===== src/rtl/core/walu_pkg.sv =====
// ----------------------------------------------------------------------------
// walu_pkg: shared types and codes of the word alu
// operation codes, sequencer states and flag bit positions
// ----------------------------------------------------------------------------
package walu_pkg;

   typedef enum logic [5:0] {
      OP_ADD = 6'd0, OP_ADDB = 6'd1, OP_SUB = 6'd2, OP_SUBB = 6'd3,
      OP_CMP = 6'd4, OP_CMPB = 6'd5, OP_OR = 6'd6, OP_ORB = 6'd7,
      OP_ANDNOT = 6'd8, OP_ANDNOTB = 6'd9, OP_MOV = 6'd10, OP_MOVB = 6'd11,
      OP_INV = 6'd12, OP_NEG = 6'd13, OP_ABS = 6'd14, OP_SWPB = 6'd15,
      OP_INC = 6'd16, OP_INCT = 6'd17, OP_DEC = 6'd18, OP_DECT = 6'd19,
      OP_CLR = 6'd20, OP_SETO = 6'd21, OP_SLA = 6'd22, OP_SRA = 6'd23,
      OP_SRC = 6'd24, OP_SRL = 6'd25, OP_COC = 6'd26, OP_CZC = 6'd27,
      OP_XOR = 6'd28, OP_MPY = 6'd29, OP_DIV = 6'd30, OP_JUMP = 6'd31,
      OP_AND = 6'd32
   } op_type;

   typedef enum logic [1:0] {
      ST_IDLE, ST_ITER, ST_DONE
   } state_type;

   // control from sequencer to datapath
   typedef struct packed {
      logic load;
      logic step;
      logic finish;
   } ctl_type;

   localparam int unsigned FLAG_LGT = 0;
   localparam int unsigned FLAG_AGT = 1;
   localparam int unsigned FLAG_EQ  = 2;
   localparam int unsigned FLAG_C   = 3;
   localparam int unsigned FLAG_OV  = 4;
   localparam int unsigned FLAG_OP  = 5;

   // iterative ops use the shared step unit
   function automatic logic is_iter(input logic [5:0] op);
      logic r;
      r = (op == OP_SLA) || (op == OP_SRA) || (op == OP_SRC) || (op == OP_SRL)
          || (op == OP_MPY) || (op == OP_DIV);
      return r;
   endfunction

endpackage


===== src/rtl/core/walu_seq.sv =====
// ----------------------------------------------------------------------------
// walu_seq: sequencer of the word alu
// counts the steps of the shared shift / add unit and runs the handshake
// ----------------------------------------------------------------------------
module walu_seq (
   input  logic                 clock,
   input  logic                 reset,
   input  logic                 req_valid,
   input  logic [5:0]           req_op,
   input  logic [3:0]           req_shift_count,
   input  logic                 rsp_stall,
   output logic                 req_stall,
   output logic                 rsp_valid,
   output walu_pkg::ctl_type    ctl
);

   walu_pkg::state_type state_ff, state_in;
   logic [3:0] cnt_ff, cnt_in;
   logic       acc;

   assign acc = req_valid && !req_stall;

   // next state
   always_comb begin
      state_in = state_ff;
      cnt_in   = cnt_ff;
      case (state_ff)
         walu_pkg::ST_IDLE: begin
            if (req_valid) begin
               if (walu_pkg::is_iter(req_op)) begin
                  state_in = walu_pkg::ST_ITER;
                  // shifts run count steps (zero means sixteen), mpy/div sixteen
                  if (req_op == walu_pkg::OP_MPY || req_op == walu_pkg::OP_DIV)
                     cnt_in = 4'd15;
                  else
                     cnt_in = req_shift_count - 4'd1;
               end else begin
                  state_in = walu_pkg::ST_DONE;
               end
            end
         end
         walu_pkg::ST_ITER: begin
            cnt_in = cnt_ff - 4'd1;
            if (cnt_ff == 4'd0) state_in = walu_pkg::ST_DONE;
         end
         walu_pkg::ST_DONE: begin
            if (!rsp_stall) state_in = walu_pkg::ST_IDLE;
         end
         default: state_in = walu_pkg::ST_IDLE;
      endcase
   end

   // outputs
   always_comb begin
      req_stall  = (state_ff != walu_pkg::ST_IDLE);
      rsp_valid  = (state_ff == walu_pkg::ST_DONE);
      ctl.load   = acc;
      ctl.step   = (state_ff == walu_pkg::ST_ITER);
      ctl.finish = (state_ff == walu_pkg::ST_ITER) && (cnt_ff == 4'd0);
   end

   always_ff @(posedge clock) begin
      if (reset) begin
         state_ff <= walu_pkg::ST_IDLE;
         cnt_ff   <= 4'd0;
      end else begin
         state_ff <= state_in;
         cnt_ff   <= cnt_in;
      end
   end

`ifndef SYNTHESIS
   a_no_accept_busy: assert property (@(posedge clock) disable iff (reset)
      (state_ff != walu_pkg::ST_IDLE) |-> req_stall)
      else $error("accept while busy");
   a_iter_to_done: assert property (@(posedge clock) disable iff (reset)
      ctl.finish |=> rsp_valid)
      else $error("iteration did not finish");
   a_done_held: assert property (@(posedge clock) disable iff (reset)
      (rsp_valid && rsp_stall) |=> rsp_valid)
      else $error("result dropped");
`endif

endmodule


===== src/rtl/core/walu_dp.sv =====
// ----------------------------------------------------------------------------
// walu_dp: datapath of the word alu
// non-iterative ops, shared shift/add-subtract step unit, status flags
// ----------------------------------------------------------------------------
module walu_dp (
   input  logic               clock,
   input  logic               reset,
   input  walu_pkg::ctl_type  ctl,
   input  logic               rsp_accept,
   input  logic [5:0]         req_op,
   input  logic [15:0]        req_src_value,
   input  logic [15:0]       req_dst_value,
   input  logic [15:0]        req_dst_next_word,
   input  logic [3:0]         req_jump_cond,
   output logic [15:0]        rsp_result_word,
   output logic [15:0]        rsp_result_second,
   output logic [1:0]         rsp_write_count,
   output logic               rsp_jump_taken,
   output logic [5:0]         flags
);

   logic [5:0]  op_ff;
   logic [15:0] hi_ff, hi_in;     // shift word / product high / partial remainder
   logic [15:0] lo_ff, lo_in;     // product low / quotient
   logic [15:0] s_ff;             // multiplicand or divisor
   logic        c_ff, c_in;       // shift carry
   logic        ov_ff, ov_in;     // sla sign change
   logic [5:0]  flag_ff, flag_in;
   logic [15:0] res_ff, res_in, res2_ff, res2_in;
   logic [1:0]  wc_ff, wc_in;
   logic        jt_ff, jt_in;

   // combinational work of the non-iterative ops
   logic [15:0] s, d, s8, d8, r, r2;
   logic [16:0] sum;
   logic [8:0]  sum8;
   logic        wfl, bfl;
   logic [1:0]  wc;
   logic        jt;
   logic [5:0]  f;
   logic        l, a, e;

   always_comb begin
      s = req_src_value;
      d = req_dst_value;
      s8 = {8'd0, s[7:0]};
      d8 = {8'd0, d[7:0]};
      r = 16'd0; r2 = 16'd0; wc = 2'd0; jt = 1'b0;
      wfl = 1'b0; bfl = 1'b0;
      f = flag_ff;
      l = flag_ff[walu_pkg::FLAG_LGT];
      a = flag_ff[walu_pkg::FLAG_AGT];
      e = flag_ff[walu_pkg::FLAG_EQ];
      sum = 17'd0; sum8 = 9'd0;
      case (req_op)
         walu_pkg::OP_ADD: begin
            sum = {1'b0, d} + {1'b0, s}; r = sum[15:0]; wc = 2'd1; wfl = 1'b1;
            f[walu_pkg::FLAG_C] = sum[16];
            f[walu_pkg::FLAG_OV] = (s[15] ^ r[15]) & (d[15] ^ r[15]);
         end
         walu_pkg::OP_ADDB: begin
            sum8 = {1'b0, d8[7:0]} + {1'b0, s8[7:0]}; r = {8'd0, sum8[7:0]};
            wc = 2'd1; bfl = 1'b1;
            f[walu_pkg::FLAG_C] = sum8[8];
            f[walu_pkg::FLAG_OV] = (s8[7] ^ r[7]) & (d8[7] ^ r[7]);
         end
         walu_pkg::OP_SUB: begin
            sum = {1'b0, d} - {1'b0, s}; r = sum[15:0]; wc = 2'd1; wfl = 1'b1;
            f[walu_pkg::FLAG_C] = !sum[16];
            f[walu_pkg::FLAG_OV] = (s[15] ^ d[15]) & (r[15] ^ d[15]);
         end
         walu_pkg::OP_SUBB: begin
            sum8 = {1'b0, d8[7:0]} - {1'b0, s8[7:0]}; r = {8'd0, sum8[7:0]};
            wc = 2'd1; bfl = 1'b1;
            f[walu_pkg::FLAG_C] = !sum8[8];
            f[walu_pkg::FLAG_OV] = (s8[7] ^ d8[7]) & (r[7] ^ d8[7]);
         end
         walu_pkg::OP_CMP: begin
            f[walu_pkg::FLAG_LGT] = s > d;
            f[walu_pkg::FLAG_AGT] = $signed(s) > $signed(d);
            f[walu_pkg::FLAG_EQ]  = s == d;
         end
         walu_pkg::OP_CMPB: begin
            f[walu_pkg::FLAG_LGT] = s8[7:0] > d8[7:0];
            f[walu_pkg::FLAG_AGT] = $signed(s8[7:0]) > $signed(d8[7:0]);
            f[walu_pkg::FLAG_EQ]  = s8[7:0] == d8[7:0];
            f[walu_pkg::FLAG_OP]  = ^s8[7:0];
         end
         walu_pkg::OP_OR:      begin r = d | s; wc = 2'd1; wfl = 1'b1; end
         walu_pkg::OP_ORB:     begin r = d8 | s8; wc = 2'd1; bfl = 1'b1; end
         walu_pkg::OP_ANDNOT:  begin r = d & ~s; wc = 2'd1; wfl = 1'b1; end
         walu_pkg::OP_ANDNOTB: begin r = d8 & ~s8; wc = 2'd1; bfl = 1'b1; end
         walu_pkg::OP_MOV:     begin r = s; wc = 2'd1; wfl = 1'b1; end
         walu_pkg::OP_MOVB:    begin r = s8; wc = 2'd1; bfl = 1'b1; end
         walu_pkg::OP_INV:     begin r = ~s; wc = 2'd1; wfl = 1'b1; end
         walu_pkg::OP_NEG: begin
            r = 16'd0 - s; wc = 2'd1; wfl = 1'b1;
            f[walu_pkg::FLAG_C] = s == 16'd0;
            f[walu_pkg::FLAG_OV] = s == 16'h8000;
         end
         walu_pkg::OP_ABS: begin
            f[walu_pkg::FLAG_LGT] = s != 16'd0;
            f[walu_pkg::FLAG_AGT] = !s[15] && (s != 16'd0);
            f[walu_pkg::FLAG_EQ]  = s == 16'd0;
            f[walu_pkg::FLAG_OV]  = s == 16'h8000;
            r = s[15] ? (16'd0 - s) : s; wc = 2'd1;
         end
         walu_pkg::OP_SWPB: begin r = {s[7:0], s[15:8]}; wc = 2'd1; end
         walu_pkg::OP_INC, walu_pkg::OP_INCT: begin
            sum = {1'b0, s} + ((req_op == walu_pkg::OP_INC) ? 17'd1 : 17'd2);
            r = sum[15:0]; wc = 2'd1; wfl = 1'b1;
            f[walu_pkg::FLAG_C] = sum[16];
            f[walu_pkg::FLAG_OV] = !s[15] && r[15];
         end
         walu_pkg::OP_DEC, walu_pkg::OP_DECT: begin
            sum = {1'b0, s} - ((req_op == walu_pkg::OP_DEC) ? 17'd1 : 17'd2);
            r = sum[15:0]; wc = 2'd1; wfl = 1'b1;
            f[walu_pkg::FLAG_C] = !sum[16];
            f[walu_pkg::FLAG_OV] = s[15] && !r[15];
         end
         walu_pkg::OP_CLR:  begin r = 16'd0; wc = 2'd1; end
         walu_pkg::OP_SETO: begin r = 16'hffff; wc = 2'd1; end
         walu_pkg::OP_COC:  f[walu_pkg::FLAG_EQ] = (s & d) == s;
         walu_pkg::OP_CZC:  f[walu_pkg::FLAG_EQ] = (s & d) == 16'd0;
         walu_pkg::OP_XOR:  begin r = s ^ d; wc = 2'd1; wfl = 1'b1; end
         walu_pkg::OP_AND:  begin r = d & s; wc = 2'd1; wfl = 1'b1; end
         walu_pkg::OP_JUMP: begin
            case (req_jump_cond)
               4'd0:  jt = 1'b1;
               4'd1:  jt = !a && !e;
               4'd2:  jt = !l || e;
               4'd3:  jt = e;
               4'd4:  jt = l || e;
               4'd5:  jt = a;
               4'd6:  jt = !e;
               4'd7:  jt = !flag_ff[walu_pkg::FLAG_C];
               4'd8:  jt = flag_ff[walu_pkg::FLAG_C];
               4'd9:  jt = !flag_ff[walu_pkg::FLAG_OV];
               4'd10: jt = !l && !e;
               4'd11: jt = l && !e;
               4'd12: jt = flag_ff[walu_pkg::FLAG_OP];
               default: jt = 1'b0;
            endcase
         end
         default: ;
      endcase
      if (wfl) begin
         f[walu_pkg::FLAG_LGT] = r != 16'd0;
         f[walu_pkg::FLAG_AGT] = !r[15] && (r != 16'd0);
         f[walu_pkg::FLAG_EQ]  = r == 16'd0;
      end
      if (bfl) begin
         f[walu_pkg::FLAG_LGT] = r[7:0] != 8'd0;
         f[walu_pkg::FLAG_AGT] = !r[7] && (r[7:0] != 8'd0);
         f[walu_pkg::FLAG_EQ]  = r[7:0] == 8'd0;
         f[walu_pkg::FLAG_OP]  = ^r[7:0];
      end
   end

   // shared step unit: one shift or one add/subtract bit per cycle
   logic [16:0] add_m, sub_d;
   logic [15:0] shr;
   always_comb begin
      hi_in = hi_ff; lo_in = lo_ff; c_in = c_ff; ov_in = ov_ff;
      add_m = {1'b0, hi_ff} + (lo_ff[0] ? {1'b0, s_ff} : 17'd0);
      sub_d = {hi_ff, lo_ff[15]} - {1'b0, s_ff};
      shr = {1'b0, hi_ff[15:1]};
      case (op_ff)
         walu_pkg::OP_SLA: begin
            c_in = hi_ff[15];
            hi_in = {hi_ff[14:0], 1'b0};
            ov_in = ov_ff | (hi_ff[15] ^ hi_ff[14]);
         end
         walu_pkg::OP_SRA: begin
            c_in = hi_ff[0]; hi_in = {hi_ff[15], hi_ff[15:1]};
         end
         walu_pkg::OP_SRC: begin
            c_in = hi_ff[0]; hi_in = {hi_ff[0], hi_ff[15:1]};
         end
         walu_pkg::OP_SRL: begin
            c_in = hi_ff[0]; hi_in = shr;
         end
         walu_pkg::OP_MPY: begin
            // shift-add, product high in hi, low in lo
            hi_in = add_m[16:1];
            lo_in = {add_m[0], lo_ff[15:1]};
         end
         walu_pkg::OP_DIV: begin
            // restoring divide, partial remainder stays below divisor when the divisor exceeds the high dividend word
            if (!sub_d[16]) begin
               hi_in = sub_d[15:0];
               lo_in = {lo_ff[14:0], 1'b1};
            end else begin
               hi_in = {hi_ff[14:0], lo_ff[15]};
               lo_in = {lo_ff[14:0], 1'b0};
            end
         end
         default: ;
      endcase
   end

   // result capture and flag update
   always_comb begin
      res_in = res_ff; res2_in = res2_ff; wc_in = wc_ff; jt_in = jt_ff;
      flag_in = flag_ff;
      if (ctl.load) begin
         res_in = r; res2_in = r2; wc_in = wc; jt_in = jt;
         if (!walu_pkg::is_iter(req_op)) flag_in = f;
         else if (req_op == walu_pkg::OP_DIV && req_src_value <= req_dst_value) begin
            flag_in[walu_pkg::FLAG_OV] = 1'b1;
         end
      end else if (ctl.finish) begin
         case (op_ff)
            walu_pkg::OP_MPY: begin
               res_in = hi_in; res2_in = lo_in; wc_in = 2'd2;
            end
            walu_pkg::OP_DIV: begin
               if (s_ff > res2_ff) begin
                  res_in = lo_in; res2_in = hi_in; wc_in = 2'd2;
                  flag_in[walu_pkg::FLAG_OV] = 1'b0;
               end else begin
                  res_in = 16'd0; res2_in = 16'd0; wc_in = 2'd0;
               end
            end
            default: begin
               res_in = hi_in; wc_in = 2'd1;
               flag_in[walu_pkg::FLAG_C] = c_in;
               if (op_ff == walu_pkg::OP_SLA) flag_in[walu_pkg::FLAG_OV] = ov_in;
               flag_in[walu_pkg::FLAG_LGT] = hi_in != 16'd0;
               flag_in[walu_pkg::FLAG_AGT] = !hi_in[15] && (hi_in != 16'd0);
               flag_in[walu_pkg::FLAG_EQ]  = hi_in == 16'd0;
            end
         endcase
      end
   end

   // operand registers (res2 holds the high dividend word during divide)
   always_ff @(posedge clock) begin
      if (ctl.load) begin
         op_ff <= req_op;
         s_ff  <= req_src_value;
         c_ff  <= flag_ff[walu_pkg::FLAG_C];
         ov_ff <= 1'b0;
         if (req_op == walu_pkg::OP_MPY) begin
            hi_ff <= 16'd0; lo_ff <= req_dst_value;
         end else if (req_op == walu_pkg::OP_DIV) begin
            hi_ff <= req_dst_value; lo_ff <= req_dst_next_word;
         end else begin
            hi_ff <= req_dst_value; lo_ff <= 16'd0;
         end
      end else if (ctl.step) begin
         hi_ff <= hi_in; lo_ff <= lo_in; c_ff <= c_in; ov_ff <= ov_in;
      end
      res_ff <= res_in;
      res2_ff <= (ctl.load && req_op == walu_pkg::OP_DIV) ? req_dst_value : res2_in;
      wc_ff <= wc_in;
      jt_ff <= jt_in;
   end

   always_ff @(posedge clock) begin
      if (reset) flag_ff <= 6'd0;
      else       flag_ff <= flag_in;
   end

   assign rsp_result_word   = res_ff;
   assign rsp_result_second = res2_ff;
   assign rsp_write_count   = wc_ff;
   assign rsp_jump_taken    = jt_ff;
   assign flags             = flag_ff;

`ifndef SYNTHESIS
   a_div_quot_ok: assert property (@(posedge clock) disable iff (reset)
      (ctl.step && op_ff == walu_pkg::OP_DIV && s_ff > res2_ff) |-> (hi_ff < s_ff))
      else $error("partial remainder out of range");
   a_flags_hold: assert property (@(posedge clock) disable iff (reset)
      (!ctl.load && !ctl.finish) |=> $stable(flag_ff))
      else $error("flags changed while idle");
   a_wc_range: assert property (@(posedge clock) disable iff (reset)
      rsp_accept |-> (wc_ff != 2'd3))
      else $error("bad write count");
`endif

endmodule


===== src/rtl/core/word_alu_with_status_flags.sv =====
// non-iterative ops deliver the result in the cycle after accept
// shifts step once per position shifted (1..16), multiply and divide once per word bit
// one transaction at a time: a new request is taken only while the sequencer is idle
// synchronous reset clears the status flags and the sequencer
// ----------------------------------------------------------------------------
// word_alu_with_status_flags: 16-bit execute unit with status flags
// sequencer plus datapath with a shared shift / add-subtract step unit
// ----------------------------------------------------------------------------
module word_alu_with_status_flags (
   input  logic        clock,
   input  logic        reset,
   input  logic        req_valid,
   output logic        req_stall,
   input  logic [5:0]  req_op,
   input  logic [15:0] req_src_value,
   input  logic [15:0] req_dst_value,
   input  logic [15:0] req_dst_next_word,
   input  logic [3:0]  req_shift_count,
   input  logic [3:0]  req_jump_cond,
   output logic        rsp_valid,
   input  logic        rsp_stall,
   output logic [15:0] rsp_result_word,
   output logic [15:0] rsp_result_second,
   output logic [1:0]  rsp_write_count,
   output logic        rsp_jump_taken,
   output logic        rsp_flag_logical_greater,
   output logic        rsp_flag_arith_greater,
   output logic        rsp_flag_equal,
   output logic        rsp_flag_carry,
   output logic        rsp_flag_overflow,
   output logic        rsp_flag_odd_parity
);

   walu_pkg::ctl_type ctl;
   logic [5:0] flags;

   // sequencer
   walu_seq u_seq (
      .clock, .reset, .req_valid, .req_op, .req_shift_count, .rsp_stall,
      .req_stall, .rsp_valid, .ctl
   );

   // datapath
   walu_dp u_dp (
      .clock, .reset, .ctl, .rsp_accept(rsp_valid && !rsp_stall),
      .req_op, .req_src_value, .req_dst_value, .req_dst_next_word, .req_jump_cond,
      .rsp_result_word, .rsp_result_second, .rsp_write_count, .rsp_jump_taken, .flags
   );

   assign rsp_flag_logical_greater = flags[walu_pkg::FLAG_LGT];
   assign rsp_flag_arith_greater   = flags[walu_pkg::FLAG_AGT];
   assign rsp_flag_equal           = flags[walu_pkg::FLAG_EQ];
   assign rsp_flag_carry           = flags[walu_pkg::FLAG_C];
   assign rsp_flag_overflow        = flags[walu_pkg::FLAG_OV];
   assign rsp_flag_odd_parity      = flags[walu_pkg::FLAG_OP];

endmodule

===== config.mk =====
export PLATFORM = sky130hd
export DESIGN_NAME = word_alu_with_status_flags
export DESIGN_NICKNAME = d
export VERILOG_FILES = /design/src/rtl/core/walu_pkg.sv /design/src/rtl/core/walu_seq.sv /design/src/rtl/core/walu_dp.sv /design/src/rtl/core/word_alu_with_status_flags.sv
export SDC_FILE = /design/constraint.sdc
export NUM_CORES = 1
export LEC_CHECK = 0
export ABC_CLOCK_PERIOD_IN_PS = 13250
export BUFFER_PORTS_ARGS = -buffer_cell sky130_fd_sc_hd__buf_2
export CELL_PAD_IN_SITES_DETAIL_PLACEMENT = 0
export CELL_PAD_IN_SITES_GLOBAL_PLACEMENT = 1
export CORE_MARGIN = 2
export CORE_UTILIZATION = 44
export CTS_CLUSTER_SIZE = 16
export DETAILED_ROUTE_END_ITERATION = 10
export PLACE_DENSITY_LB_ADDON = 0.1
export SKIP_CTS_REPAIR_TIMING = 1
export SYNTH_ARGS = -nofsm -noshare
export SYNTH_HDL_FRONTEND = slang
export SYNTH_SLANG_ARGS = --single-unit

===== constraint.sdc =====
create_clock -name clock -period 13.25 [get_ports clock]
set_clock_uncertainty 0.2 [all_clocks]
set_input_delay 0.6625 -clock clock [delete_from_list [all_inputs] [get_ports clock]]
set_output_delay 0.6625 -clock clock [all_outputs]
set_load 0.03 [all_outputs]

# Yosys cells after proc, flatten, opt, wreduce, memory -nomap -nowiden
# Index checks and enable logic that the tools add are counted.
dict set report op_classes {
  n_bitwise 23
  n_eq_ne 69
  add_sub_neg 11
  reduce_logical 74
  mux 63
  n_lt_le_gt_ge 6
}
# operator count
set op_table {}
lappend op_table {{case mux 16 bit (19 select lines)} 1}
lappend op_table {{two-way mux 16 bit} 18}
lappend op_table {{equality test 6 x 5 -> 1 bit, second input constant} 22}
lappend op_table {{case mux 16 bit (6 select lines)} 1}
lappend op_table {{logical NOT 16 bit} 4}
lappend op_table {{case mux 16 bit (2 select lines)} 2}
lappend op_table {{equality test 6 x 4 -> 1 bit, second input constant} 8}
lappend op_table {{greater-than comparator 16 bit} 3}
lappend op_table {{nonzero test 16 bit} 3}
lappend op_table {{adder 16 x 17 -> 17 bit} 2}
lappend op_table {{AND 16 bit} 2}
lappend op_table {{equality test 16 bit} 2}
lappend op_table {{equality test 6 x 3 -> 1 bit, second input constant} 4}
lappend op_table {{OR reduction 22 bit} 1}
lappend op_table {{equality test 4 bit, second input constant} 5}
lappend op_table {{two-way mux 4 bit} 5}
lappend op_table {{two-way mux 2 bit} 9}
lappend op_table {{adder 16 x 16 -> 17 bit} 1}
lappend op_table {{subtractor 16 x 16 -> 17 bit} 1}
lappend op_table {{subtractor 16 x 17 -> 17 bit} 1}
lappend op_table {{subtractor 17 x 16 -> 17 bit} 1}
lappend op_table {{AND 8 x 16 -> 16 bit} 1}
lappend op_table {{equality test 16 bit, second input constant} 1}
lappend op_table {{equality test 4 x 3 -> 1 bit, second input constant} 4}
lappend op_table {{60 further kinds} 144}
dict set report word_totals {
  elab_cells 263
  in_bits 66
  regBits 103
  output_inout_bits 43
}

# Longest topological paths before layout
dict set report logic_depth {
  word_depth 10
  ltp_mapped 23
  mapped_depth_nobuf 20
}

# By module
# A second synthesis with hierarchy kept.
dict set report hier_totals {
  hier_cells 1787
  area_unflattened_um2 13790.7
}
# mod instances cells_each area_each_um2 seq_area_each_um2
set modules_own_cells {}
lappend modules_own_cells {walu_dp 1 1726 13287.7 2842.7}
lappend modules_own_cells {walu_seq 1 60 489.2 120.1}
lappend modules_own_cells {word_alu_with_status_flags 1 1 13.8 0.0}

# Worst setup path after synthesis
# No wires, ideal clock.
dict set report synth_timing {
  kind {input -> register}
  startpoint {input port req_op[4]}
  endpoint {register u_dp.flag_ff[1] (netlist: u_dp.flags[1])}
  slack_ps 8449
  stages 20
  setup_ps 116
  arrival_time_ps 4485
  t_required_ps 12934
  path_buffers 3
  path_cell_list {buf_6 > buf_2 > nor4b_1 > buf_2 > nand2b_1 > inv_1 > ha_1 > nand2b_1 > nand3_1 > o311a_1 > a221oi_1 > o311ai_0 > a211oi_1 > ha_1 > nand4_1 > or4_1 > nor3_2 > o311a_2 > a21oi_1 > and3_1}
}
dict set report synth_via {
  elab_chain_cells 10
  elab_cells_between_ends 59
  cone_classes {add/sub: 2; eq/ne: 30; mux: 10; reduce/logical: 17}
}
# item line_no
set synth_lines {}
lappend synth_lines {{from (decl)} word_alu_with_status_flags.sv:14} ;# input logic [5:0] req_op,
lappend synth_lines {{equality test 6 x 5 -> 1 bit, on equally long branches} {walu_dp.sv:55, walu_dp.sv:116, walu_dp.sv:110}}
lappend synth_lines {{two-way mux 2 bit, on equally long branches} {walu_dp.sv:116, walu_dp.sv:110}}
lappend synth_lines {{subtractor 16 x 17 -> 17 bit or adder 16 x 17 -> 17 bit (tied branches)} {walu_dp.sv:116, walu_dp.sv:110}}
lappend synth_lines {{case mux 16 bit (19 select lines)} walu_dp.sv:55} ;# case (req_op)
lappend synth_lines {{nonzero test 16 bit or logical NOT 1 bit (tied branches)} walu_dp.sv:149} ;# f[walu_pkg::FLAG_AGT] = !r[15] && (r != 16'd0);
lappend synth_lines {{logical AND 1 bit} walu_dp.sv:149}
lappend synth_lines {{two-way mux 3 bit} walu_dp.sv:147} ;# if (wfl) begin
lappend synth_lines {{two-way mux 3 bit} walu_dp.sv:152} ;# if (bfl) begin
lappend synth_lines {{two-way mux 4 bit} walu_dp.sv:208} ;# if (!walu_pkg::is_iter(req_op)) flag_in = f;
lappend synth_lines {{two-way mux 5 bit} walu_dp.sv:206} ;# if (ctl.load) begin
lappend synth_lines {{to (signal assigned)} walu_dp.sv:262} ;# else flag_ff <= flag_in;
lappend synth_lines {{to (decl)} walu_dp.sv:28} ;# logic [5:0] flag_ff, flag_in;
# Several ways; a longest one is shown, not always the timed one. The select of a mux whose other input is x is not followed.
# A chain may end at the register's enable or synchronous reset.

# Worst setup path after layout
dict set report layout_timing {
  startpoint {input port req_op[1]}
  endpoint {register u_dp.flag_ff[0] (netlist: u_dp.flags[0])}
}
dict set report layout_via {
  elab_chain_cells 9
  elab_cells_between_ends 55
  cone_classes {add/sub: 2; eq/ne: 30; mux: 10; reduce/logical: 13}
}
# item line_no
set layout_lines {}
lappend layout_lines {{equality test 6 x 5 -> 1 bit, on equally long branches} {walu_dp.sv:55, walu_dp.sv:116, walu_dp.sv:110}}
lappend layout_lines {{two-way mux 2 bit, on equally long branches} {walu_dp.sv:116, walu_dp.sv:110}}
lappend layout_lines {{subtractor 16 x 17 -> 17 bit or adder 16 x 17 -> 17 bit (tied branches)} {walu_dp.sv:116, walu_dp.sv:110}}
lappend layout_lines {{case mux 16 bit (19 select lines)} walu_dp.sv:55}
lappend layout_lines {{nonzero test 16 bit} walu_dp.sv:148} ;# f[walu_pkg::FLAG_LGT] = r != 16'd0;
lappend layout_lines {{two-way mux 3 bit} walu_dp.sv:147}
lappend layout_lines {{two-way mux 3 bit} walu_dp.sv:152}
lappend layout_lines {{two-way mux 4 bit} walu_dp.sv:208}
lappend layout_lines {{two-way mux 5 bit} walu_dp.sv:206}
# Several ways; a longest one is shown, not always the timed one. The select of a mux whose other input is x is not followed.

==> run summary <==
Result of the run -> completed
Kind of path behind the tightest hold check -> flop to flop
Number of I/O pins -> 109
Period utilization -> 0.412
Final RePlAce weighted congestion -> 1.02
TritonCTS buffer count -> 9
Highest ir drop seen on vdd -> 0.0708 mV
Die W -> 181 µm
# fillers -> 3151
DR WL/cell -> 27.7 µm
Count of cell types in the netlist -> 97
Starting DRC count in detailed routing -> 1542
Critical path type -> input pin to flop
Clk Latency, worst-skew pair -> 0.37 ns
Fraction of layout instances using a drive strength above 1 -> 0.107
Maximum number of pins on one net before global-route repair -> 70
Unrepaired setup endpoints after global routing -> false
Final instance area -> 14900 µm²
Max transition margin -> 0.264
Post-layout nets -> 2044
Clk pin slew, worst setup/hold paths -> 0.07 ns
CTS sink count -> 103
Tmin final -> 5.46 ns
Antenna violations before repair -> 0
Buffer depth of the longest clock path -> 2
Detailed Place HPWL -> 48.4 mm
Count of warnings emitted by yosys -> 0
Share of synthesized registers carrying an async set or reset -> 0
Number of port buffers -> 108
Maximum level of the CTS H-tree -> 3
Total power density per cell area -> 84.9 nW/µm²
Element type at the critical path end -> flop
Startpoint kind of the worst setup timing path -> input pin
Antenna diode instance count -> 0
R2r setup slk -> 8.39 ns
DRT Pass-1 Iters -> 7
Die height -> 181 µm
Area after detailed placement -> 14600 µm²
Maximum frequency from static timing analysis -> 183 MHz
Count of final hold-check violations -> 0
Die area -> 32700 µm²
Most common cell after layout, fill and taps aside -> nand2_1
Core Region -> 30700 µm²
Vias/cell -> 6.75
Global route overflow -> 0
Vias in the first global route -> 14300
Area of the mapped netlist -> 13700 µm²
CP arrival -> 5.49 ns
Leakage power -> 6.01 nW
Util after Layout -> 0.485
Final sum of negative setup slack -> 0 ns
Layout overhead on the synthesized area -> 8.24%
Antenna-violating nets left -> 0
Final setup vio count -> 0
Dominant synthesized flop cell -> edfxtp_1
Total via count after detailed routing -> 15000
Std cell rows -> 64
Total wirelength of the detailed-routed design -> 61.6 mm
Actual slew at the worst max-slew pin -> 1.10 ns
Flop and latch count out of synthesis -> 103
Syn Nets -> 1997
Number of flops mapped to enable cells by yosys -> 90
Sequential element share of the synthesized area -> 0.216
Residual DRC count -> 0
Most frequent cells in the layout -> 185 x nand2_1, 153 x a21oi_1, 147 x ha_1
Number of slew-limit violations in the final report -> 0
Req. time, crit path -> 13.29 ns
Global-route wire length before repair -> 91.3 mm
Overall routing resource usage -> 0.368
Critical Path Fanout Max -> 50
CTS Root Cell -> clkbuf_16
Cell count after synthesis -> 1778
Maxcap violations -> 0
TritonCTS clock tree -> done
Average size of a mapped cell -> 7.73 µm²
Initial Utilization -> 0.448
[worst paths after layout]
kind | endpoint | cells after the start | from
worst max-delay path | u_dp.flags[0] | 19 | req_op[1]
worst min-delay path | u_seq.cnt_ff[2] | 2 | u_seq.cnt_ff[2]
worst max register to register | u_dp.flags[1] | 16 | u_dp.lo_ff[15]
worst min register to register | u_seq.cnt_ff[2] | 2 | u_seq.cnt_ff[2]
[cell usage after synthesis (all sizes together) (24+ instances only)]
cell / count / area (µm²)
edfxtp: 90 / 2700
o22ai: 31 / 194
inv: 106 / 398
nand4: 27 / 169
a31oi: 26 / 163
a221oi: 43 / 383
nand2: 186 / 701
nand3: 59 / 295
xnor2: 39 / 342
o21ai: 97 / 485
nor2: 136 / 521
a211oi: 42 / 320
o211ai: 24 / 180
buf: 30 / 176
clkbuf: 68 / 255
ha: 147 / 1840
nor3: 58 / 305
a21oi: 153 / 766
[report_power, final]
part	total, mW	leakage, nW	switching [mW]	internal (mW)
Sequential	0.433	0.973	0.0374	0.395
Combinational	0.561	4.90	0.371	0.189
Clock	0.269	0.139	0.118	0.151
Total	1.26	6.01	0.527	0.736
[kinds of logic (layout without fill, tap and decap cells)]
family / after synthesis / count (layout) / share of synthesized area
simple gates: 633 / 633 / 0.230
compound gates: 610 / 610 / 0.303
buf+inv: 207 / 259 / 0.0612
flops: 103 / 103 / 0.216
mux: 18 / 18 / 0.0135
xor+xnor: 54 / 54 / 0.0344
fa+ha+maj: 153 / 153 / 0.143
[worst max-delay path, cell delays in order]
cell,delay (ns)
buf_2,0.07
buf_4,0.51
nand2b_1,0.33
nand2b_1,0.30
inv_1,0.14
ha_1,0.24
nand2b_1,0.13
nand3_1,0.21
o311a_1,0.35
a221oi_1,0.21
o311ai_0,0.17
a211oi_1,0.65
ha_1,0.26
nand4_1,0.15
or4_1,0.44
nor3_2,0.23
nand3b_1,0.12
a32oi_1,0.20
a21oi_1,0.08
[state kept, by name, summed over array words and instances, names as in the netlist]
register                flops
u_dp.flags                  6
u_dp.c_ff                   1
u_dp.rsp_result_second     16
u_dp.rsp_result_word       16
u_seq.cnt_ff                4
u_dp.op_ff                  6
u_seq.state_ff              2
u_dp.ov_ff                  1
u_dp.rsp_write_count        2
u_dp.rsp_jump_taken         1
u_dp.lo_ff                 16
u_dp.s_ff                  16
u_dp.hi_ff                 16
[through the flow]
step	cells	power [mW]	setup slack (ns)	hold WS, ns
2_1_floorplan	1778	0.797	8.45	0.237
3_3_place_gp	2210	0.983	7.62	0.252
3_5_place_dp	2210	0.984	7.55	0.279
4_1_cts	2226	1.25	7.92	0.287
5_1_grt	2226	1.33	7.58	0.318
6_report	2226	1.26	7.79	0.289
[metal layers]
metal,global-route usage,vias to the layer above,part of all wire
li1,-,6844,-
met1,0.458,7254,0.40
met2,0.611,747,0.47
met3,0.0470,184,0.072
met4,0.214,0,0.065
met5,0,-,0
[area by class of cell]
| cell class | instances | area [µm²] | area share |
|---|---|---|---|
| Clock buffer | 14 | 254 | 0.0171 |
| Clock inverter | 2 | 33.8 | 0.00227 |
| Inverter | 109 | 409 | 0.0275 |
| Multi-Input combinational cell | 1468 | 9980 | 0.671 |
| Sequential cell | 103 | 2960 | 0.199 |
| Tap cell | 396 | 495 | 0.0333 |
| Timing Repair Buffer | 134 | 736 | 0.0495 |
No activity file was read; power rests on OpenSTA's default activity.
